`src/ihq_pkg.sv`:
```
// ----------------------------------------------------------------------------
// ihq_pkg
// Shared types and constants of the indexed min-heap queue.
// ----------------------------------------------------------------------------
package ihq_pkg;

    localparam int ID_COUNT     = 64;
    localparam int ID_W         = 6;
    localparam int CNT_W        = 7;
    localparam int IN_KEY_W     = 32;
    localparam int OUT_KEY_W    = 32;
    localparam int DEF_CAPACITY = 64;
    localparam int DEF_KEY_BITS = 32;

    typedef enum logic [1:0] {
        OP_INSERT  = 2'd0,
        OP_EXTRACT = 2'd1,
        OP_REMOVE  = 2'd2,
        OP_NOP     = 2'd3
    } t_op;

    typedef enum logic [2:0] {
        ST_OK         = 3'd0,
        ST_EMPTY      = 3'd1,
        ST_NOT_QUEUED = 3'd2,
        ST_FULL       = 3'd3,
        ST_DUPLICATE  = 3'd4
    } t_status;

    typedef enum logic [3:0] {
        S_IDLE,
        S_DECODE,
        S_UP_WAIT,
        S_UP_FINAL,
        S_RM_WAIT,
        S_LIFT_WAIT,
        S_POP,
        S_POP_LAST,
        S_DN_WAIT,
        S_DN_FINAL,
        S_DONE
    } t_state;

endpackage

```
`src/ihq_level.sv`:
```
// ----------------------------------------------------------------------------
// ihq_level
// One heap level: sibling pairs kept in an even and an odd bank, one write
// and one registered pair read per cycle.
// ----------------------------------------------------------------------------
module ihq_level
    import ihq_pkg::*;
#(
    parameter int KEY_BITS = DEF_KEY_BITS,
    parameter int LEVEL    = 0,
    parameter int NODE_W   = 7
) (
    input  logic                i_clk,
    input  logic                i_rd_en,
    input  logic [NODE_W-1:0]   i_rd_node,
    input  logic                i_wr_en,
    input  logic [NODE_W-1:0]   i_wr_node,
    input  logic [KEY_BITS-1:0] i_wr_key,
    input  logic [ID_W-1:0]     i_wr_id,
    output logic [KEY_BITS-1:0] o_even_key,
    output logic [ID_W-1:0]     o_even_id,
    output logic [KEY_BITS-1:0] o_odd_key,
    output logic [ID_W-1:0]     o_odd_id
);

    localparam int DEPTH = (LEVEL < 2) ? 1 : (1 << (LEVEL - 1));

    logic [KEY_BITS-1:0] r_mem_ek [DEPTH];
    logic [ID_W-1:0]     r_mem_ei [DEPTH];
    logic [KEY_BITS-1:0] r_mem_ok [DEPTH];
    logic [ID_W-1:0]     r_mem_oi [DEPTH];

    generate
        if (DEPTH == 1) begin : g_single
            always_ff @(posedge i_clk) begin
                if (i_wr_en) begin
                    if (i_wr_node[0]) begin
                        r_mem_ok[0] <= i_wr_key;
                        r_mem_oi[0] <= i_wr_id;
                    end else begin
                        r_mem_ek[0] <= i_wr_key;
                        r_mem_ei[0] <= i_wr_id;
                    end
                end
                if (i_rd_en) begin
                    o_even_key <= r_mem_ek[0];
                    o_even_id  <= r_mem_ei[0];
                    o_odd_key  <= r_mem_ok[0];
                    o_odd_id   <= r_mem_oi[0];
                end
            end
        end else begin : g_multi
            logic [LEVEL-2:0] w_wi;
            logic [LEVEL-2:0] w_ri;
            assign w_wi = i_wr_node[LEVEL-1:1];
            assign w_ri = i_rd_node[LEVEL-1:1];

            always_ff @(posedge i_clk) begin
                if (i_wr_en) begin
                    if (i_wr_node[0]) begin
                        r_mem_ok[w_wi] <= i_wr_key;
                        r_mem_oi[w_wi] <= i_wr_id;
                    end else begin
                        r_mem_ek[w_wi] <= i_wr_key;
                        r_mem_ei[w_wi] <= i_wr_id;
                    end
                end
                if (i_rd_en) begin
                    o_even_key <= r_mem_ek[w_ri];
                    o_even_id  <= r_mem_ei[w_ri];
                    o_odd_key  <= r_mem_ok[w_ri];
                    o_odd_id   <= r_mem_oi[w_ri];
                end
            end
        end
    endgenerate

endmodule

```
`config.mk`:
```
export PLATFORM = sky130hd
export DESIGN_NAME = ihq_level
export DESIGN_NICKNAME = d
export VERILOG_FILES = /design/src/ihq_pkg.sv /design/src/ihq_level.sv
export SDC_FILE = /design/constraint.sdc
export NUM_CORES = 1
export LEC_CHECK = 0
export CORE_UTILIZATION = 45
export CTS_CLUSTER_DIAMETER = 30
export DETAILED_ROUTE_END_ITERATION = 8
export DONT_BUFFER_PORTS = 1
export GPL_TIMING_DRIVEN = 0
export PLACE_DENSITY = 0.6
export SLEW_MARGIN = 20
export SYNTH_ARGS = -nofsm -noshare
export SYNTH_HDL_FRONTEND = slang
export SYNTH_SLANG_ARGS = --single-unit
```
`constraint.sdc`:
```
create_clock -name i_clk -period 1.51 [get_ports i_clk]
set_clock_uncertainty 0.05 [all_clocks]
set_input_delay 0.2265 -clock i_clk [delete_from_list [all_inputs] [get_ports i_clk]]
set_output_delay 0.2265 -clock i_clk [all_outputs]
set_load 0.02 [all_outputs]
```
# Word-level counts from Yosys, hierarchy flattened
# Memory sizes are Yosys's and may differ from the RTL's. A register that Yosys moved wholly into a read port is not among the register bits.
# Cells that the tools add are included.
[classes]
muxes = 6
[ops]
columns = ["op", "n"]
rows = [
  ["two-way mux 1 bit", 6],
]
[totals]
ram_bits = 76
elab_cells = 10
memories = 4
regBits = 0
output_inout_bits = 76
[mem_list]
columns = ["name", "words", "width", "rd", "rd_clocked_by_memory_dff", "write_ports", "line_no", "rtl"]
rows = [
  ["r_mem_ek", 1, 32, 1, 1, 1, "ihq_level.sv:28", "logic [KEY_BITS-1:0] r_mem_ek [DEPTH];"],
  ["r_mem_ok", 1, 32, 1, 1, 1, "ihq_level.sv:30", "logic [KEY_BITS-1:0] r_mem_ok [DEPTH];"],
  ["r_mem_ei", 1, 6, 1, 1, 1, "ihq_level.sv:29", "logic [ID_W-1:0] r_mem_ei [DEPTH];"],
  ["r_mem_oi", 1, 6, 1, 1, 1, "ihq_level.sv:31", "logic [ID_W-1:0] r_mem_oi [DEPTH];"],
]

# Logic depth before layout (Yosys ltp)
[logic_depth]
word_depth = 3
depth_mapped = 1
mapped_depth_nobuf = 1

# Least setup slack after synthesis
# No wires, ideal clock.
[synth_timing]
path_type = "input to register"
start = "in i_wr_node[0]"
end = "mem r_mem_ei[0][0] (enable)"
required_ns = 1.082
slack_ns = 0.242
cell_stages = 1
path_buffers = 0
t_arrival_ns = 0.841
cell_sequence = "and2b_2"
[synth_via]
elab_chain_cells = 3
[synth_lines]
columns = ["element", "line_no", "rtl"]
rows = [
  ["start, declared", "ihq_level.sv:17", "input logic [NODE_W-1:0] i_wr_node,"],
  ["two-way mux 1 bit", "ihq_level.sv:37", "if (i_wr_node[0]) begin"],
  ["two-way mux 1 bit", "ihq_level.sv:36", "if (i_wr_en) begin"],
  ["two-way mux 1 bit (not written as such)", "ihq_level.sv:42", "r_mem_ei[0] <= i_wr_id;"],
  ["end, declared", "ihq_level.sv:29", ""],
]
# No other way between the ends.

# Final worst setup path
[layout_timing]
start = "reg o_even_id[1] (read register of r_mem_ei)"
end = "out o_even_id[1]"
[layout_rtl]
columns = ["element", "line_no", "rtl"]
rows = [
  ["start, declared", "ihq_level.sv:21", "output logic [ID_W-1:0] o_even_id,"],
]
# No word-level cell between the ends.

==> flow_metrics.py <==
metrics = {
    "run_status": {
        "status": "finished with violations",
        "violations": "hold timing",
    },
    "cells_and_area": {
        "antenna_cells": 0,
        "fin_nets": 266,
        "drive_gt1_frac": 0.143,
        "area_growth_syn_to_layout_pct": 24.5,
    },
    "worst_hold_path": {
        "hold_depth": 0,
        "hp-start": "i_rd_en",
        "min_to": "o_even_key[25]$_DFFE_PP_",
        "hp-class": "input pin to flip-flop",
    },
    "routing": {
        "drt_pass1_iterations": 4,
        "vias": 1655,
        "routed_wl_um": 6460,
        "vias_per_cell": 4.64,
        "drcViolationCount": 0,
        "wl_per_cell_um": 18.1,
        "ant_nets": 0,
        "drtIter0Drc": 47,
    },
    "yosys": {
        "async_flop_share": 0,
        "synth_area_leaders": "edfxtp_1 100%, and2b_2 0.19%, and2_2 0.16%",
        "synth_most_common_cell": "edfxtp_1",
        "synth-main-ff-cell": "edfxtp_1",
        "synth_top_area_cell": "edfxtp_1",
        "seq_area_frac_synth": 0.996,
        "synthCells": 154,
        "syn_area_um2": 4580,
        "synthDistinctLibCells": 3,
        "synth_seq_cells": 152,
        "synth_common_cells": "152 x edfxtp_1, 1 x and2_2, 1 x and2b_2",
        "synth_edf_count": 152,
        "postSynthAreaPerCell_um2": 29.7,
        "syn_nets": 209,
        "synth_top_area_share": 0.996,
        "yosysWarnings": 0,
    },
    "clocking": {
        "cts_setup_buffers": 0,
        "clk_latency_ns": 0.50,
        "numCtsBuffers": 17,
        "cts_resized": 0,
        "clock_path_buffers": 2,
        "postCtsHoldBufs": 38,
        "clockRootBuffer": "clkbuf_8",
        "cts_tree": "done",
        "cts_sinks": 152,
        "cts-htree-levels": 4,
        "cts.clk_slew.worst_paths_ns": 0.06,
    },
    "power_and_ir_drop": {
        "p_sw_frac": 0.193,
        "power.leakage_nw": 1.90,
        "p_switching_mw": 1.80,
        "pwr-share-clk": 0.427,
        "power_density_nw_per_um2": 1640,
        "pwr-share-comb": 0.015,
        "p_seq_frac": 0.558,
        "ir_worst_vdd_uv": 832,
        "total_power_mw": 9.33,
        "internal-power_mw": 7.53,
    },
    "timing": {
        "whs_ns": -0.210,
        "slew_headroom": 0.344,
        "timing.final.crit_share": 0.846,
        "layout_setup_ws_ns": 0.232,
        "fmax_ghz": 0.783,
        "rsz0062_at_grt": "no",
        "period_needed_ns": 1.28,
        "hold_viol": 76,
        "setup_viol": 0,
        "finalMaxSlewViolations": 0,
        "worstMarginPinSlew_ns": 0.984,
    },
    "critical_path": {
        "worstSetupEndpointType": "output pin",
        "reg2reg_to": "o_even_key[13]$_DFFE_PP_",
        "r2r_cells": 0,
        "start_kind": "flip-flop",
        "setup.worst_path.class": "flip-flop to output pin",
        "rrSetupSlack_ns": 0.81,
        "cp.arrival_ns": 1.00,
        "r2r-start": "r_mem_ek[0][13]$_DFFE_PP_",
        "crit_required_ns": 1.23,
        "path_max_fanout": 1,
    },
    "global_routing": {
        "antenna_found_initial": 0,
        "grt.total_usage": 0.130,
        "grt_pass1_wl_um": 9280,
        "grt_use_met1": 0.134,
        "gr-max-usage-layer": "met2",
        "grt_util_met2": 0.205,
        "grt_start_max_net_pins": 77,
        "gr-usage-met3": 0.0725,
        "grt_pass1_vias": 1688,
        "grt_overflow": 0,
    },
    "placed_design": {
        "post-place-ws_ns": -0.0924,
        "io_buffer_count": 0,
        "gp_congestion": 0.633,
        "hpwlAfterDp_um": 3660,
    },
    "floorplan": {
        "rows": 36,
        "coreArea_um2": 9820,
        "dieWidth_um": 103,
        "die_y_um": 103,
        "start_util": 0.466,
        "num_io_pins": 131,
        "die_area_um2": 10600,
    },
    "job": {
        "maxCapViolCount": 0,
    },
}
[per-stage QoR]
step	cell area [um2]	utilization	hold WS, ns	TNS [ns]	instances
2_1_floorplan	4580	-	0.275	0	154
3_3_place_gp	4750	0.483	0.275	-0.142	287
3_5_place_dp	4750	0.483	0.275	-3.40	287
4_1_cts	5700	0.581	-0.239	0	357
5_1_grt	5700	0.581	-0.244	0	357
6_report	5700	0.581	-0.210	0	357
[worst max-delay path by stage]
stage	from	endpoint	slack, ns	cells after the start
final	o_even_id[1]$_DFFE_PP_	o_even_id[1]	0.23	0
after CTS	o_even_key[31]$_DFFE_PP_	o_even_key[31]	0.20	0
after detailed placement	i_wr_node[0]	r_mem_ei[0][0]$_DFFE_PP_	-0.09	1
after global placement	i_wr_node[0]	r_mem_ek[0][5]$_DFFE_PP_	-0.007	1
after global routing	o_odd_key[0]$_DFFE_PP_	o_odd_key[0]	0.19	0
after floorplan	i_wr_node[0]	r_mem_ei[0][0]$_DFFE_PP_	0.24	1
[state kept, by name, indices dropped and copies added, names as in the netlist]
name and cells:
o_odd_key 32, o_even_id 6, r_mem_ok 32, r_mem_oi 6, r_mem_ei 6, r_mem_ek 32
o_even_key 32, o_odd_id 6
[cells in the final DEF, fill, tap and decap left out]
| master | synthesis | final |
|---|---|---|
| edfxtp_1 | 152 | 152 |
| dlygate4sd3_1 | 0 | 38 |
| clkbuf_16 | 0 | 16 |
| clkinv_2 | 0 | 5 |
| clkinvlp_4 | 0 | 4 |
| bufinv_16 | 0 | 3 |
| and2b_2 | 1 | 1 |
| and2_2 | 1 | 1 |
| clkbuf_8 | 0 | 1 |
| clkinv_4 | 0 | 1 |
| clkbuf_1 | 0 | 1 |
| clkinv_1 | 0 | 1 |
[final cells by class]
| class | count | area [um2] |
|---|---|---|
| sequential | 152 | 4560 |
| fill | 745 | 4120 |
| clock buffer | 18 | 418 |
| timing repair buffer | 38 | 380 |
| tap | 133 | 166 |
| clock inverter | 14 | 158 |
| multi-input combinational | 2 | 16.3 |
[power by group through the flow]
stage	clock network, mW	logic (mW)	registers, mW
final	3.98	0.140	5.21
after global routing	4.25	0.153	5.24
after CTS	4.07	0.142	5.22
after detailed placement	0	0.0487	5.31
after global placement	0	0.0450	5.29
after floorplan	0	0.0301	5.26
[kinds of logic (layout without fill, tap and decap cells)]
kind of cell / Yosys count / count (layout) / share of synthesized area
buffers and inverters: 0 / 70 / 0
DFF: 152 / 152 / 0.996
and+or+nand+nor: 2 / 2 / 0.00355
[layer usage]
layer	wire, um	part of all wire
met1	2440	0.38
met2	3300	0.51
met3	592	0.092
met4	125	0.019
met5	0	0
Note: power is estimated with default switching activity, not from simulation.
