[src/ihq_pkg.sv]
// ----------------------------------------------------------------------------
// ihq_pkg
// Shared types and constants of the indexed min-heap queue.
// ----------------------------------------------------------------------------
package ihq_pkg;

    localparam int ID_COUNT     = 64;
    localparam int ID_W         = 6;
    localparam int CNT_W        = 7;
    localparam int IN_KEY_W     = 32;
    localparam int OUT_KEY_W    = 32;
    localparam int DEF_CAPACITY = 64;
    localparam int DEF_KEY_BITS = 32;

    typedef enum logic [1:0] {
        OP_INSERT  = 2'd0,
        OP_EXTRACT = 2'd1,
        OP_REMOVE  = 2'd2,
        OP_NOP     = 2'd3
    } t_op;

    typedef enum logic [2:0] {
        ST_OK         = 3'd0,
        ST_EMPTY      = 3'd1,
        ST_NOT_QUEUED = 3'd2,
        ST_FULL       = 3'd3,
        ST_DUPLICATE  = 3'd4
    } t_status;

    typedef enum logic [3:0] {
        S_IDLE,
        S_DECODE,
        S_UP_WAIT,
        S_UP_FINAL,
        S_RM_WAIT,
        S_LIFT_WAIT,
        S_POP,
        S_POP_LAST,
        S_DN_WAIT,
        S_DN_FINAL,
        S_DONE
    } t_state;

endpackage

[src/ihq_ctrl.sv]
// ----------------------------------------------------------------------------
// ihq_ctrl
// Operation sequencer: walks sift-up, lift and sift-down level by level,
// keeps the id-to-node map, queued flags, count and the result register.
// ----------------------------------------------------------------------------
module ihq_ctrl
    import ihq_pkg::*;
#(
    parameter  int CAPACITY = DEF_CAPACITY,
    parameter  int KEY_BITS = DEF_KEY_BITS,
    localparam int NW       = $clog2(CAPACITY + 1),
    localparam int LW       = $clog2(NW)
) (
    input  logic                 i_clk,
    input  logic                 i_rst_n,
    input  logic                 i_in_valid,
    output logic                 o_in_ready,
    input  logic [1:0]           i_op,
    input  logic [ID_W-1:0]      i_pid,
    input  logic [IN_KEY_W-1:0]  i_key,
    output logic                 o_out_valid,
    input  logic                 i_out_ready,
    output logic [2:0]           o_status,
    output logic [ID_W-1:0]      o_out_id,
    output logic [OUT_KEY_W-1:0] o_out_key,
    output logic [OUT_KEY_W-1:0] o_min_key,
    output logic [CNT_W-1:0]     o_total,
    output logic                 o_rd_en,
    output logic [LW-1:0]        o_rd_lvl,
    output logic [NW-1:0]        o_rd_node,
    input  logic [KEY_BITS-1:0]  i_rd_even_key,
    input  logic [ID_W-1:0]      i_rd_even_id,
    input  logic [KEY_BITS-1:0]  i_rd_odd_key,
    input  logic [ID_W-1:0]      i_rd_odd_id,
    output logic                 o_put_en,
    output logic [LW-1:0]        o_put_lvl,
    output logic [NW-1:0]        o_put_node,
    output logic [KEY_BITS-1:0]  o_put_key,
    output logic [ID_W-1:0]      o_put_id
);

    function automatic logic [LW-1:0] msb_lvl(input logic [NW-1:0] n);
        logic [LW-1:0] l;
        l = '0;
        for (int i = 0; i < NW; i++) begin
            if (n[i]) l = LW'(i);
        end
        return l;
    endfunction

    t_state              r_state, n_state;
    t_op                 r_op, n_op;
    t_status             r_status, n_status;
    logic [ID_W-1:0]     r_pid, n_pid;
    logic [KEY_BITS-1:0] r_key, n_key;
    logic [NW-1:0]       r_node, n_node;
    logic [LW-1:0]       r_lvl, n_lvl;
    logic                r_sel_odd, n_sel_odd;
    logic [KEY_BITS-1:0] r_mk, n_mk;
    logic [ID_W-1:0]     r_mid, n_mid;
    logic [KEY_BITS-1:0] r_gkey, n_gkey;
    logic [ID_W-1:0]     r_gid, n_gid;
    logic [CNT_W-1:0]    r_count, n_count;
    logic [ID_COUNT-1:0] r_queued, n_queued;
    logic [KEY_BITS-1:0] r_root_key, n_root_key;
    logic                r_ovalid, n_ovalid;
    logic                w_load;

    logic [NW-1:0]       r_map [ID_COUNT];
    logic [NW-1:0]       r_map_node;

    logic [2:0]           r_o_status;
    logic [ID_W-1:0]      r_o_id;
    logic [OUT_KEY_W-1:0] r_o_key;
    logic [OUT_KEY_W-1:0] r_o_min;
    logic [CNT_W-1:0]     r_o_total;

    logic [NW-1:0]       w_cnt_n;
    logic [NW-1:0]       w_ins_node;
    logic [NW-1:0]       w_up_node;
    logic [KEY_BITS-1:0] w_rd_key;
    logic [ID_W-1:0]     w_rd_id;
    logic [NW:0]         w_twice;
    logic                w_right_ok;
    logic                w_take_r;
    logic [KEY_BITS-1:0] w_ck;
    logic [ID_W-1:0]     w_cid;
    logic [NW-1:0]       w_dn_node;
    logic [NW:0]         w_dn_twice;

    assign w_cnt_n    = NW'(r_count);
    assign w_ins_node = w_cnt_n + NW'(1);
    assign w_up_node  = r_node >> 1;
    assign w_rd_key   = r_sel_odd ? i_rd_odd_key : i_rd_even_key;
    assign w_rd_id    = r_sel_odd ? i_rd_odd_id : i_rd_even_id;
    assign w_twice    = {r_node, 1'b0};
    assign w_right_ok = w_twice < {1'b0, w_cnt_n};
    assign w_take_r   = w_right_ok && (i_rd_odd_key < i_rd_even_key);
    assign w_ck       = w_take_r ? i_rd_odd_key : i_rd_even_key;
    assign w_cid      = w_take_r ? i_rd_odd_id : i_rd_even_id;
    assign w_dn_node  = NW'({r_node, w_take_r});
    assign w_dn_twice = {w_dn_node, 1'b0};

    assign o_in_ready = (r_state == S_IDLE);

    always_comb begin
        n_state    = r_state;
        n_op       = r_op;
        n_status   = r_status;
        n_pid      = r_pid;
        n_key      = r_key;
        n_node     = r_node;
        n_lvl      = r_lvl;
        n_sel_odd  = r_sel_odd;
        n_mk       = r_mk;
        n_mid      = r_mid;
        n_gkey     = r_gkey;
        n_gid      = r_gid;
        n_count    = r_count;
        n_queued   = r_queued;
        w_load     = 1'b0;
        o_rd_en    = 1'b0;
        o_rd_lvl   = r_lvl;
        o_rd_node  = r_node;
        o_put_en   = 1'b0;
        o_put_lvl  = r_lvl;
        o_put_node = r_node;
        o_put_key  = w_rd_key;
        o_put_id   = w_rd_id;

        unique case (r_state)
            S_IDLE: begin
                if (i_in_valid) begin
                    n_op    = t_op'(i_op);
                    n_pid   = i_pid;
                    n_key   = KEY_BITS'(i_key);
                    n_state = S_DECODE;
                end
            end
            S_DECODE: begin
                n_status = ST_OK;
                n_gid    = '0;
                n_gkey   = '0;
                unique case (r_op)
                    OP_INSERT: begin
                        if (r_queued[r_pid]) begin
                            n_status = ST_DUPLICATE;
                            n_state  = S_DONE;
                        end else if (w_cnt_n >= NW'(CAPACITY)) begin
                            n_status = ST_FULL;
                            n_state  = S_DONE;
                        end else begin
                            n_node = w_ins_node;
                            n_lvl  = msb_lvl(w_ins_node);
                            if (w_ins_node == NW'(1)) begin
                                n_state = S_UP_FINAL;
                            end else begin
                                o_rd_en   = 1'b1;
                                o_rd_lvl  = msb_lvl(w_ins_node) - LW'(1);
                                o_rd_node = w_ins_node >> 1;
                                n_sel_odd = w_ins_node[1];
                                n_state   = S_UP_WAIT;
                            end
                        end
                    end
                    OP_EXTRACT: begin
                        if (r_count == '0) begin
                            n_status = ST_EMPTY;
                            n_state  = S_DONE;
                        end else begin
                            o_rd_en   = 1'b1;
                            o_rd_lvl  = '0;
                            o_rd_node = NW'(1);
                            n_node    = NW'(1);
                            n_lvl     = '0;
                            n_sel_odd = 1'b1;
                            n_state   = S_RM_WAIT;
                        end
                    end
                    OP_REMOVE: begin
                        if (!r_queued[r_pid] || (r_map_node > w_cnt_n)) begin
                            n_status = ST_NOT_QUEUED;
                            n_state  = S_DONE;
                        end else begin
                            o_rd_en   = 1'b1;
                            o_rd_lvl  = msb_lvl(r_map_node);
                            o_rd_node = r_map_node;
                            n_node    = r_map_node;
                            n_lvl     = msb_lvl(r_map_node);
                            n_sel_odd = r_map_node[0];
                            n_state   = S_RM_WAIT;
                        end
                    end
                    OP_NOP: begin
                        n_state = S_DONE;
                    end
                    default: begin
                        n_state = S_DONE;
                    end
                endcase
            end
            S_UP_WAIT: begin
                if (w_rd_key > r_key) begin
                    o_put_en = 1'b1;
                    n_node   = w_up_node;
                    n_lvl    = r_lvl - LW'(1);
                    if (w_up_node == NW'(1)) begin
                        n_state = S_UP_FINAL;
                    end else begin
                        o_rd_en   = 1'b1;
                        o_rd_lvl  = r_lvl - LW'(2);
                        o_rd_node = w_up_node >> 1;
                        n_sel_odd = w_up_node[1];
                    end
                end else begin
                    n_state = S_UP_FINAL;
                end
            end
            S_UP_FINAL: begin
                o_put_en        = 1'b1;
                o_put_key       = r_key;
                o_put_id        = r_pid;
                n_queued[r_pid] = 1'b1;
                n_count         = r_count + CNT_W'(1);
                n_gid           = r_pid;
                n_gkey          = r_key;
                n_state         = S_DONE;
            end
            S_RM_WAIT: begin
                n_gkey = w_rd_key;
                n_gid  = w_rd_id;
                if (r_node == NW'(1)) begin
                    n_state = S_POP;
                end else begin
                    o_rd_en   = 1'b1;
                    o_rd_lvl  = r_lvl - LW'(1);
                    o_rd_node = w_up_node;
                    n_sel_odd = r_node[1];
                    n_state   = S_LIFT_WAIT;
                end
            end
            S_LIFT_WAIT: begin
                o_put_en = 1'b1;
                n_node   = w_up_node;
                n_lvl    = r_lvl - LW'(1);
                if (w_up_node == NW'(1)) begin
                    n_state = S_POP;
                end else begin
                    o_rd_en   = 1'b1;
                    o_rd_lvl  = r_lvl - LW'(2);
                    o_rd_node = w_up_node >> 1;
                    n_sel_odd = w_up_node[1];
                end
            end
            S_POP: begin
                n_queued[r_gid] = 1'b0;
                n_count         = r_count - CNT_W'(1);
                n_node          = NW'(1);
                n_lvl           = '0;
                if (r_count == CNT_W'(1)) begin
                    n_state = S_DONE;
                end else begin
                    o_rd_en   = 1'b1;
                    o_rd_lvl  = msb_lvl(w_cnt_n);
                    o_rd_node = w_cnt_n;
                    n_sel_odd = w_cnt_n[0];
                    n_state   = S_POP_LAST;
                end
            end
            S_POP_LAST: begin
                n_mk  = w_rd_key;
                n_mid = w_rd_id;
                if (w_twice > {1'b0, w_cnt_n}) begin
                    n_state = S_DN_FINAL;
                end else begin
                    o_rd_en   = 1'b1;
                    o_rd_lvl  = r_lvl + LW'(1);
                    o_rd_node = NW'(w_twice);
                    n_state   = S_DN_WAIT;
                end
            end
            S_DN_WAIT: begin
                if (w_ck < r_mk) begin
                    o_put_en  = 1'b1;
                    o_put_key = w_ck;
                    o_put_id  = w_cid;
                    n_node    = w_dn_node;
                    n_lvl     = r_lvl + LW'(1);
                    if (w_dn_twice > {1'b0, w_cnt_n}) begin
                        n_state = S_DN_FINAL;
                    end else begin
                        o_rd_en   = 1'b1;
                        o_rd_lvl  = r_lvl + LW'(2);
                        o_rd_node = NW'(w_dn_twice);
                    end
                end else begin
                    n_state = S_DN_FINAL;
                end
            end
            S_DN_FINAL: begin
                o_put_en  = 1'b1;
                o_put_key = r_mk;
                o_put_id  = r_mid;
                n_state   = S_DONE;
            end
            S_DONE: begin
                if (!r_ovalid || i_out_ready) begin
                    w_load  = 1'b1;
                    n_state = S_IDLE;
                end
            end
            default: begin
                n_state = S_IDLE;
            end
        endcase
    end

    always_comb begin
        n_root_key = r_root_key;
        if (o_put_en && (o_put_node == NW'(1))) n_root_key = o_put_key;
        n_ovalid = r_ovalid;
        if (w_load) begin
            n_ovalid = 1'b1;
        end else if (i_out_ready) begin
            n_ovalid = 1'b0;
        end
    end

    always_ff @(posedge i_clk) begin
        if (!i_rst_n) begin
            r_state  <= S_IDLE;
            r_count  <= '0;
            r_queued <= '0;
            r_ovalid <= 1'b0;
        end else begin
            r_state  <= n_state;
            r_count  <= n_count;
            r_queued <= n_queued;
            r_ovalid <= n_ovalid;
        end
    end

    always_ff @(posedge i_clk) begin
        r_op       <= n_op;
        r_status   <= n_status;
        r_pid      <= n_pid;
        r_key      <= n_key;
        r_node     <= n_node;
        r_lvl      <= n_lvl;
        r_sel_odd  <= n_sel_odd;
        r_mk       <= n_mk;
        r_mid      <= n_mid;
        r_gkey     <= n_gkey;
        r_gid      <= n_gid;
        r_root_key <= n_root_key;
        if (w_load) begin
            r_o_status <= r_status;
            r_o_id     <= r_gid;
            r_o_key    <= OUT_KEY_W'(r_gkey);
            r_o_min    <= (r_count != '0) ? OUT_KEY_W'(r_root_key) : '0;
            r_o_total  <= r_count;
        end
    end

    // id to heap node map
    always_ff @(posedge i_clk) begin
        if (o_put_en) r_map[o_put_id] <= o_put_node;
        if (i_in_valid && o_in_ready) r_map_node <= r_map[i_pid];
    end

    assign o_out_valid = r_ovalid;
    assign o_status    = r_o_status;
    assign o_out_id    = r_o_id;
    assign o_out_key   = r_o_key;
    assign o_min_key   = r_o_min;
    assign o_total     = r_o_total;

endmodule

[config.mk]
export PLATFORM = sky130hd
export DESIGN_NAME = ihq_ctrl
export DESIGN_NICKNAME = d
export VERILOG_FILES = /design/src/ihq_pkg.sv /design/src/ihq_ctrl.sv
export SDC_FILE = /design/constraint.sdc
export NUM_CORES = 1
export LEC_CHECK = 0
export ABC_AREA = 1
export BUFFER_PORTS_ARGS = -buffer_cell sky130_fd_sc_hd__buf_2
export CAP_MARGIN = 10
export CORE_MARGIN = 2
export CORE_UTILIZATION = 25
export CTS_BUF_LIST = sky130_fd_sc_hd__clkbuf_16
export CTS_CLUSTER_SIZE = 8
export DETAILED_ROUTE_END_ITERATION = 7
export PLACE_DENSITY_LB_ADDON = 0.12
export SKIP_CTS_REPAIR_TIMING = 1
export SYNTH_ARGS = -nofsm -noshare
export SYNTH_HDL_FRONTEND = slang
export SYNTH_SLANG_ARGS = --single-unit
[constraint.sdc]
create_clock -name i_clk -period 9.75 [get_ports i_clk]
set_input_delay 0.975 -clock i_clk [delete_from_list [all_inputs] [get_ports i_clk]]
set_output_delay 0.975 -clock i_clk [all_outputs]
set_load 0.02 [all_outputs]
-- Word level (Yosys, flattened, before mapping)
Memory sizes are Yosys's and may differ from the RTL's. A register that Yosys moved wholly into a read port is not among the register bits.
Cells that the tools add are included.
W data, S select, Z words.
- flip-flop bits (word level): 318
- logic and storage cells: 237
- memory bits (writable): 448
- input bits: 120
- memories kept: 1
- muxes and demuxes: 137
- magnitude comparators: 12
- bitwise gates (word level): 3
- equal/unequal tests: 32
- reduce and logical (&&, ||, !) cells: 24
- add/sub/neg operators: 7
- memories (memory ; words ; width ; read ports ; clocked after memory_dff ; write ports ; RTL line ; RTL):
    r_map ; 64 ; 7 ; 1 ; 1 ; 1 ; ihq_ctrl.sv:69 ; logic [NW-1:0] r_map [ID_COUNT];
- operators with widths (operator ; count):
    $pmux W32 S3 ; 2
    $pmux W64 S2 ; 1
    $mux W7 ; 16
    $mux W3 ; 37
    $mux W32 ; 3
    $and A64 B64 Y64 ; 1
    $lt A32 B32 Y1 ; 2
    $not A64 Y64 ; 1
    $or A64 B64 Y64 ; 1
    $pmux W7 S7 ; 1
    $mux W4 ; 12
    $pmux W7 S3 ; 2
    $pmux W4 S10 ; 1
    $mux W1 ; 38
    $pmux W6 S3 ; 2
    $pmux W7 S5 ; 1
    $gt A32 B32 Y1 ; 1
    $pmux W3 S3 ; 3
    $eq A7 B1 Y1 const B ; 3
    $ne A3 B3 Y1 const B ; 7
    $pmux W3 S7 ; 1
    $mux W6 ; 3
    $eq A4 B3 Y1 const B ; 4
    $gt A8 B7 Y1 ; 2
    44 further kinds ; 70

-- Depth between registers and ports, before layout
Gate-level depths: netlist of the first run.
- word-level depth: 18
- depth in mapped cells: 37
- mapped depth without buffers: 34

-- Worst setup path after synthesis of the first run
Ideal clock, no wire load.
- path type: reg-to-reg
- start point: register r_node[4], in the netlist o_put_node[4]
- end point: register r_root_key[0] (enable)
- arrival time: 6.204 ns
- slack: 3.125 ns
- required time: 9.329 ns
- buffers on the path: 2
- cell stages (with the launch flop): 26
- cells stage by stage: edfxtp_1 > ha_1 > a21oi_1 > o21ai_1 > nor2_2 > nand3_1 > nor2_2 > nand2_2 > inv_1 > clkbuf_1 > clkbuf_1 > nand2_1 > o21ai_0 > ha_1 > a21oi_1 > nor2_1 > a211oi_1 > o21a_1 > o21ai_0 > a21oi_1 > nand2_4 > nor2_4 > inv_2 > nand3_2 > inv_2 > nor2_1
- cells in the longest elaborated chain, start to end: 7
- ends and longest elaborated chain (element ; RTL line ; RTL):
    start: declaration ; ihq_ctrl.sv:56 ; logic [NW-1:0] r_node, n_node;
    start signal: assignment ; ihq_ctrl.sv:348 ; r_node <= n_node;
    $lt A8 B7 Y1 ; ihq_ctrl.sv:97 ; assign w_right_ok = w_twice < {1'b0, w_cnt_n};
    $logic_and A1 B1 Y1 ; ihq_ctrl.sv:98 ; assign w_take_r = w_right_ok && (i_rd_odd_key < i_rd_even_key);
    $mux W32 ; ihq_ctrl.sv:99 ; assign w_ck = w_take_r ? i_rd_odd_key : i_rd_even_key;
    $lt A32 B32 Y1 ; ihq_ctrl.sv:283 ; if (w_ck < r_mk) begin
    $mux W1 ; ihq_ctrl.sv:283 ;
    $pmux W1 S3 ; ihq_ctrl.sv:131 ; unique case (r_state)
    via o_put_en ; ihq_ctrl.sv:35 ; output logic o_put_en,
    $logic_and A1 B1 Y1 ; ihq_ctrl.sv:320 ; if (o_put_en && (o_put_node == NW'(1))) n_root_key = o_put_key;
    end signal: assignment ; ihq_ctrl.sv:355 ; r_root_key <= n_root_key;
    end: declaration ; ihq_ctrl.sv:65 ; logic [KEY_BITS-1:0] r_root_key, n_root_key;
The timed path passes the listed nets, and every way through them passes these cells.
A chain may end at the register's enable or synchronous reset.

-- Final worst setup path of the first run
- start point: register r_count[5]
- end point: output o_rd_node[1]
- cells in the longest elaborated chain, start to end: 7
- ends and longest elaborated chain (element ; RTL line ; RTL):
    start: declaration ; ihq_ctrl.sv:63 ; logic [CNT_W-1:0] r_count, n_count;
    start signal: assignment ; ihq_ctrl.sv:337 ; r_count <= n_count;
    branches (longest 6 deep; another with $lt A32 B32 Y1) ; - ;
    $pmux W7 S7 (*) ; ihq_ctrl.sv:131 ;
    end: declaration ; ihq_ctrl.sv:30 ; output logic [NW-1:0] o_rd_node,
Mark *: on every way between the ends.

==> results by group, run 1 <==
Outcome
  – Status: complete, no violations

Global route
  – Gr ovfl total: 0
  – Largest net degree at the start of global routing: 77
  – Initial antenna violation count: 7
  – Vias in the first global route: 27,800
  – Tot GR Track Use: 18.1%
  – First-pass GRT wire length: 201,000 um

Synth
  – Number of synthesized register bits: 773
  – Main synth FF type: edfxtp_1
  – Post-Syn Area: 0.0368 mm^2
  – Synthesized Nets: 3,864
  – Avg Cell Area, Syn: 10.2 um^2
  – Post-synthesis sequential area ratio: 61.0%
  – Post-synth EDFFs: 697
  – Synth top area cells: edfxtp_1 57%, o21ai_0 7.0%, nor2_1 5.5%
  – Count of cell types in the netlist: 51
  – Synth cell count leaders: 697 x edfxtp_1, 538 x nor2_1, 514 x o21ai_0
  – Top cell type's share of synthesized area: 56.8%
  – YS warnings: 0
  – Most common cell in the netlist: edfxtp_1
  – Cells after synthesis: 3,619
  – Yosys top cell by area: edfxtp_1
  – Async set-or-reset flop fraction in the synthesized netlist: 0%

Clock network
  – Clock latency on the worst-skew pair: 0.74 ns
  – CTS tree: built
  – Sinks on Clock Net: 773
  – Clock tree buffer depth: 3
  – Root buffer cell: clkbuf_16
  – H-tree depth: 3
  – Reg clk slew, reported paths: 0.06 ns
  – CTS Buf Count: 109

Floorplanning
  – Die Height: 388 um
  – Die Width: 388 um
  – Standard-cell rows: 140
  – Total core area: 0.146 mm^2
  – Die footprint: 0.150 mm^2
  – Initial Utilization: 25.2%
  – IO Pins: 262

Route
  – Wirelength per Cell: 23.9 um
  – DRC Markers: 0
  – Initial DRC Count: 2,552
  – Routed vias: 28,400
  – DRT antenna net count: 0
  – Via density: 4.86
  – Pre-antenna DRT Iters: 7
  – Drt total wl: 139,000 um

Setup path
  – Crit Path Class: reg -> out
  – Crit path largest cell delay: 0.59 ns
  – CP max stage cell: dfxtp_1
  – CP Capture Type: primary output
  – R2r worst-path depth: 25
  – CP dominant cell by count: o21ai_0
  – CP Buf/Inv Count: 5
  – Required time of the critical path: 8.78 ns
  – Worst Path Max Fanout: 44
  – CP arrival: 7.22 ns
  – Top Family by Delay on Critical Path: simple AND/OR/NAND/NOR gates
  – CP startpoint kind: flop
  – Worst path depth: 25

Timing
  – Final worst path period need: 8.19 ns
  – Slew margin rel.: 19.4%
  – Final Hold Viols: 0
  – Final Max Tran Viols: 0
  – Hold Slack: 0.410 ns
  – Tcrit/Tclk final: 84.0%
  – F_max: 122 MHz
  – Unrepaired setup endpoints after global routing: no
  – Final setup viols: 0
  – Setup TNS: 0 ns
  – Slew @ Worst Pin: 1.20 ns
  – Clk_skew: 0.0899 ns

Layout
  – Multi-input logic area: 0.0124 mm^2
  – NumNets Final: 4,127
  – Antenna cells: 0
  – Area Growth Syn to Fin: 18.2%
  – Fillers: 15,100
  – FF+latch area: 0.0225 mm^2
  – Fraction of layout cells with a size suffix above 1: 12.7%

Power
  – PD cells: 278 mW/mm^2
  – NetSw: 4.86 mW
  – Reg power frac: 36.5%
  – Maximum VDD drop: 0.155 mV
  – P_leak: 16.5 nW
  – Cell Int Power: 7.22 mW
  – Clock power share: 28.9%
  – Switching share of power: 40.3%
  – Combinational power share: 34.6%

Hold path
  – HP Class: reg -> reg
  – Hold path depth: 0

Flow run
  – Maxcap violations: 0

Place
  – DP HPWL: 94,400 um
  – Placer Congestion: 0.892
  – Port bufs: 261
[metal layers]
layer  up-vias  routed length [um]  global-route usage [%]
met5         -                  40                       0
met4         4                3590                    5.17
met3       190                7940                    2.86
met2       898               63100                    28.7
met1     13900               64800                    25.4
li1      13400                   -                       -
[flip-flops by register name, summed over array words and instances (netlist names), 4 cells and up]
register,flops
o_out_id,6
r_key,32
r_root_key,32
r_gid,6
r_map,448
o_min_key,32
o_out_key,32
r_state,4
o_total,7
r_mk,32
r_count,7
r_queued,64
r_mid,6
r_gkey,32
o_put_node,7
r_pid,6
r_map_node,7
[cell families (layout without fill, tap and decap cells)]
group | after synthesis | count (layout) | share of synthesized area, %
DFF | 773 | 773 | 61.0
and+or+nand+nor | 1122 | 1122 | 12.4
buffers and inverters | 542 | 850 | 5.59
xor gates and xnor gates | 13 | 13 | 0.309
AOI/OAI and AO/OA | 1044 | 1044 | 16.5
adders and majority gates | 125 | 125 | 4.25
[cell type report]
cell class | instances | share of cell area, %
clock buffers | 111 | 6.38
repair buffers | 319 | 4.08
flip-flops and latches | 773 | 51.6
well taps | 1917 | 5.51
inverters | 375 | 3.25
multi-input cells | 2304 | 28.5
clock inverters | 45 | 0.704
[path summary, 6_finish.rpt]
path | endpoint | startpoint | slack, ns
worst min-delay path | o_out_key[8] | r_gkey[8] | 0.41
worst min register to register | o_out_key[8] | r_gkey[8] | 0.41
worst max register to register | r_map[6][1] | r_count[5] | 2.05
worst max-delay path | o_rd_node[1] | r_count[5] | 1.56
[cell usage in the layout (no fill, tap or decap), types with 10 or more instances in the layout]
| cell type | count |
|---|---|
| nand2_1 | 414 |
| clkbuf_16 | 111 |
| o2111ai_1 | 23 |
| dfxtp_1 | 76 |
| a21oi_1 | 181 |
| nand4_1 | 23 |
| o211ai_1 | 29 |
| o21ai_0 | 513 |
| buf_4 | 57 |
| ha_1 | 125 |
| o211a_1 | 44 |
| nand3_1 | 51 |
| o221ai_1 | 26 |
| nor2_1 | 532 |
| inv_1 | 393 |
| o22ai_1 | 166 |
| buf_2 | 259 |
| inv_2 | 10 |
| nor3_1 | 42 |
| edfxtp_1 | 697 |
| nand2_2 | 16 |
[through the flow]
stage	total power, mW	area [um^2]	util [%]	worst slack (ns)	instances
after detailed placement	8.67	40400	27.7	1.93	5688
after global routing	12.7	43500	29.8	0.946	5844
after global placement	8.71	40400	27.7	2.01	5688
final	12.1	43500	29.8	1.56	5844
after CTS	12.2	43500	29.8	1.52	5844
after floorplan	6.71	36800	-	3.12	3619
[power by group through the flow]
stage | combinational (mW) | sequential, mW | clock [mW]
final | 4.17 | 4.41 | 3.49
after global routing | 4.53 | 4.43 | 3.72
after CTS | 4.20 | 4.41 | 3.60
after detailed placement | 4.19 | 4.48 | 0
after global placement | 4.23 | 4.48 | 0
after floorplan | 2.09 | 4.62 | 0
Power figures use the tool's default switching activity.
==> run 2, diff against run 1 <==
==> constraint.sdc (replaced) <==
create_clock -name i_clk -period 7 [get_ports i_clk]
set_input_delay 0.7 -clock i_clk [delete_from_list [all_inputs] [get_ports i_clk]]
set_output_delay 0.7 -clock i_clk [all_outputs]
set_load 0.02 [all_outputs]
==> run 2 against run 1 <==
Against the previous run:
- via count increased by 1.1%
- global-route usage hardly changed
- utilization is 0.39 points higher
- total power rose by 39%
- design area increased by 1.3%
- setup slack got worse by 1.0 ns
- sequential cell count stayed put
- first-iteration DRC count down 5.4%
- routed wire length rose by 0.16%
- cell count is 1.3% higher
- clock power up 38%
- largest cell class unchanged
==> results by group, run 2 (synthesis gave the netlist of run 1 again) <==
Route
  – Routed vias: 28,700 (+1.1%)
  – Drt total wl: 140,000 um (+0.16%)
  – Pre-antenna DRT Iters: 7 (unchanged)
  – Initial DRC Count: 2,413 (-5.4%)
  – DRT antenna net count: 0 (unchanged)
  – Via density: 4.85 (-0.15%)
  – DRC Markers: 0 (unchanged)
  – Wirelength per Cell: 23.6 um (-1.1%)

Setup path
  – CP dominant cell by count: nor2_1
  – Crit Path Class: reg -> out
  – CP Buf/Inv Count: 6 (+1)
  – Worst path depth: 26 (+4.0%)
  – Crit path largest cell delay: 0.54 ns (-0.05 ns)
  – R2r worst-path depth: 26 (+4.0%)
  – Required time of the critical path: 6.30 ns (-2.48 ns)
  – CP arrival: 5.79 ns (-1.43 ns)
  – Worst Path Max Fanout: 76 (+73%)
  – FF-to-FF setup slack: 1.06 ns (-0.99 ns)
  – CP startpoint: r_count[4]
  – CP Capture Type: primary output
  – CP max stage cell: dfxtp_1
  – CP startpoint kind: flop
  – RR Startpoint: r_count[4]
  – Top Family by Delay on Critical Path: compound AO/OA/AOI/OAI gates

Layout
  – Area Growth Syn to Fin: 19.7%
  – Layout Cell Area excl Fill: 0.0441 mm^2 (+1.3%)
  – Max reg flops: 448 (unchanged)
  – NumNets Final: 4,205 (+1.9%)
  – Most frequent cells in the layout: 697 x edfxtp_1, 532 x nor2_1, 513 x o21ai_0
  – Regs by FF count: r_map x448, r_queued x64
  – Fillers: 15,200 (+0.75%)
  – Non-filler cells in the finished layout: 5,920 (+1.3%)
  – Commonest non-fill, non-tap cell in the layout: edfxtp_1
  – Fraction of layout cells with a size suffix above 1: 14.4% (+1.7 points)
  – Largest Register: r_map
  – Final core occ: 30.2% (+0.39 points)

Outcome
  – Status: complete, no violations

Clock network
  – Clock latency on the worst-skew pair: 0.75 ns (about the same)
  – CTS tree: built
  – Reg clk slew, reported paths: 0.06 ns (about the same)
  – CTS Buf Count: 108 (-0.92%)
  – Clock tree buffer depth: 3 (unchanged)
  – H-tree depth: 3 (unchanged)
  – Sinks on Clock Net: 773 (unchanged)
  – Root buffer cell: clkbuf_16

Timing
  – Clk_skew: 0.0908 ns (+0.000969 ns)
  – Slew margin rel.: 21.7% (+2.3 points)
  – Setup TNS: 0 ns (unchanged)
  – Slew @ Worst Pin: 1.17 ns (-0.0345 ns)
  – Unrepaired setup endpoints after global routing: no
  – F_max: 154 MHz
  – Tcrit/Tclk final: 92.7%
  – Final Max Tran Viols: 0 (unchanged)
  – Final setup viols: 0 (unchanged)
  – Final Hold Viols: 0 (unchanged)
  – Final worst path period need: 6.49 ns

Global route
  – Tot GR Track Use: 18.1% (+0.044 points)
  – Initial antenna violation count: 16 (+9)
  – Vias in the first global route: 28,200 (+1.4%)
  – Largest net degree at the start of global routing: 95 (+23%)
  – First-pass GRT wire length: 202,000 um (+0.48%)
  – Gr ovfl total: 0 (unchanged)

Floorplanning
  – Initial Utilization: 25.2% (unchanged)
  – IO Pins: 262 (unchanged)
  – Standard-cell rows: 140 (unchanged)
  – Total core area: 0.146 mm^2 (unchanged)
  – Die Height: 388 um (unchanged)
  – Die Width: 388 um (unchanged)
  – Die footprint: 0.150 mm^2 (unchanged)

Place
  – Placer Congestion: 0.907 (+1.7%)
  – Port bufs: 261 (unchanged)
  – Area post-placement: 0.0411 mm^2 (+1.5%)
  – Placed insts: 5,767 (+1.4%)
  – DP HPWL: 93,300 um (-1.2%)

Hold path
  – Hold Crit Start: i_key[14]
  – Hold path depth: 1 (+1)
  – HP Class: in -> reg

Power
  – P_leak: 16.9 nW (+2.2%)
  – PD cells: 380 mW/mm^2 (+37%)
  – Tot Pwr: 16.8 mW (+39%)
  – Maximum VDD drop: 0.195 mV (+26%)

Flow run
  – Maxcap violations: 0 (unchanged)
[run 2: cell count changes in the layout (fill, tap and decap cells not counted), moves of 2 or more]
cell / before / now
clkinv_2: 2 / 0
buf_4: 57 / 134
clkbuf_16: 111 / 108
buf_12: 2 / 4
inv_1: 393 / 387
diode_2: 0 / 5
[run 2: final timing paths]
check                  end
max           o_rd_node[2]
min              r_key[14]
max reg2reg   r_map[14][2]
min reg2reg  o_out_key[12]
[run 2: per-layer routing]
metal | GRT usage (%) | wire [um]
met1 | 25.6 | 65700
met2 | 28.6 | 62900
met3 | 2.76 | 7490
met4 | 5.33 | 3530
met5 | 0 | 83
[run 2: layout make-up]
type | instances | area, um^2 | share of cell area [%]
Sequential cell | 773 | 22500 | 50.9
Clock buffer | 108 | 2700 | 6.13
Multi-Input combinational cell | 2304 | 12400 | 28.1
Antenna cell | 5 | 12.5 | 0.0284
Inverter | 375 | 1410 | 3.20
Timing Repair Buffer | 398 | 2390 | 5.43
Clock inverter | 40 | 313 | 0.709
Tap cell | 1917 | 2400 | 5.44
[run 2: where the power goes]
part           switching (mW)  internal, mW  leakage [nW]
clock                    2.06          2.77          1.57
sequential              0.201          5.93          6.96
combinational            4.40          1.40          8.35
total                    6.66          10.1          16.9
[run 2: metrics by stage]
step | hold slack (ns) | setup WS [ns]
finish | 0.159 | 0.511
global route | 0.127 | 0.0307
CTS | 0.102 | 0.392
detailed placement | 0.405 | 0.761
global placement | 0.400 | 0.724
floorplan | 0.400 | 0.375
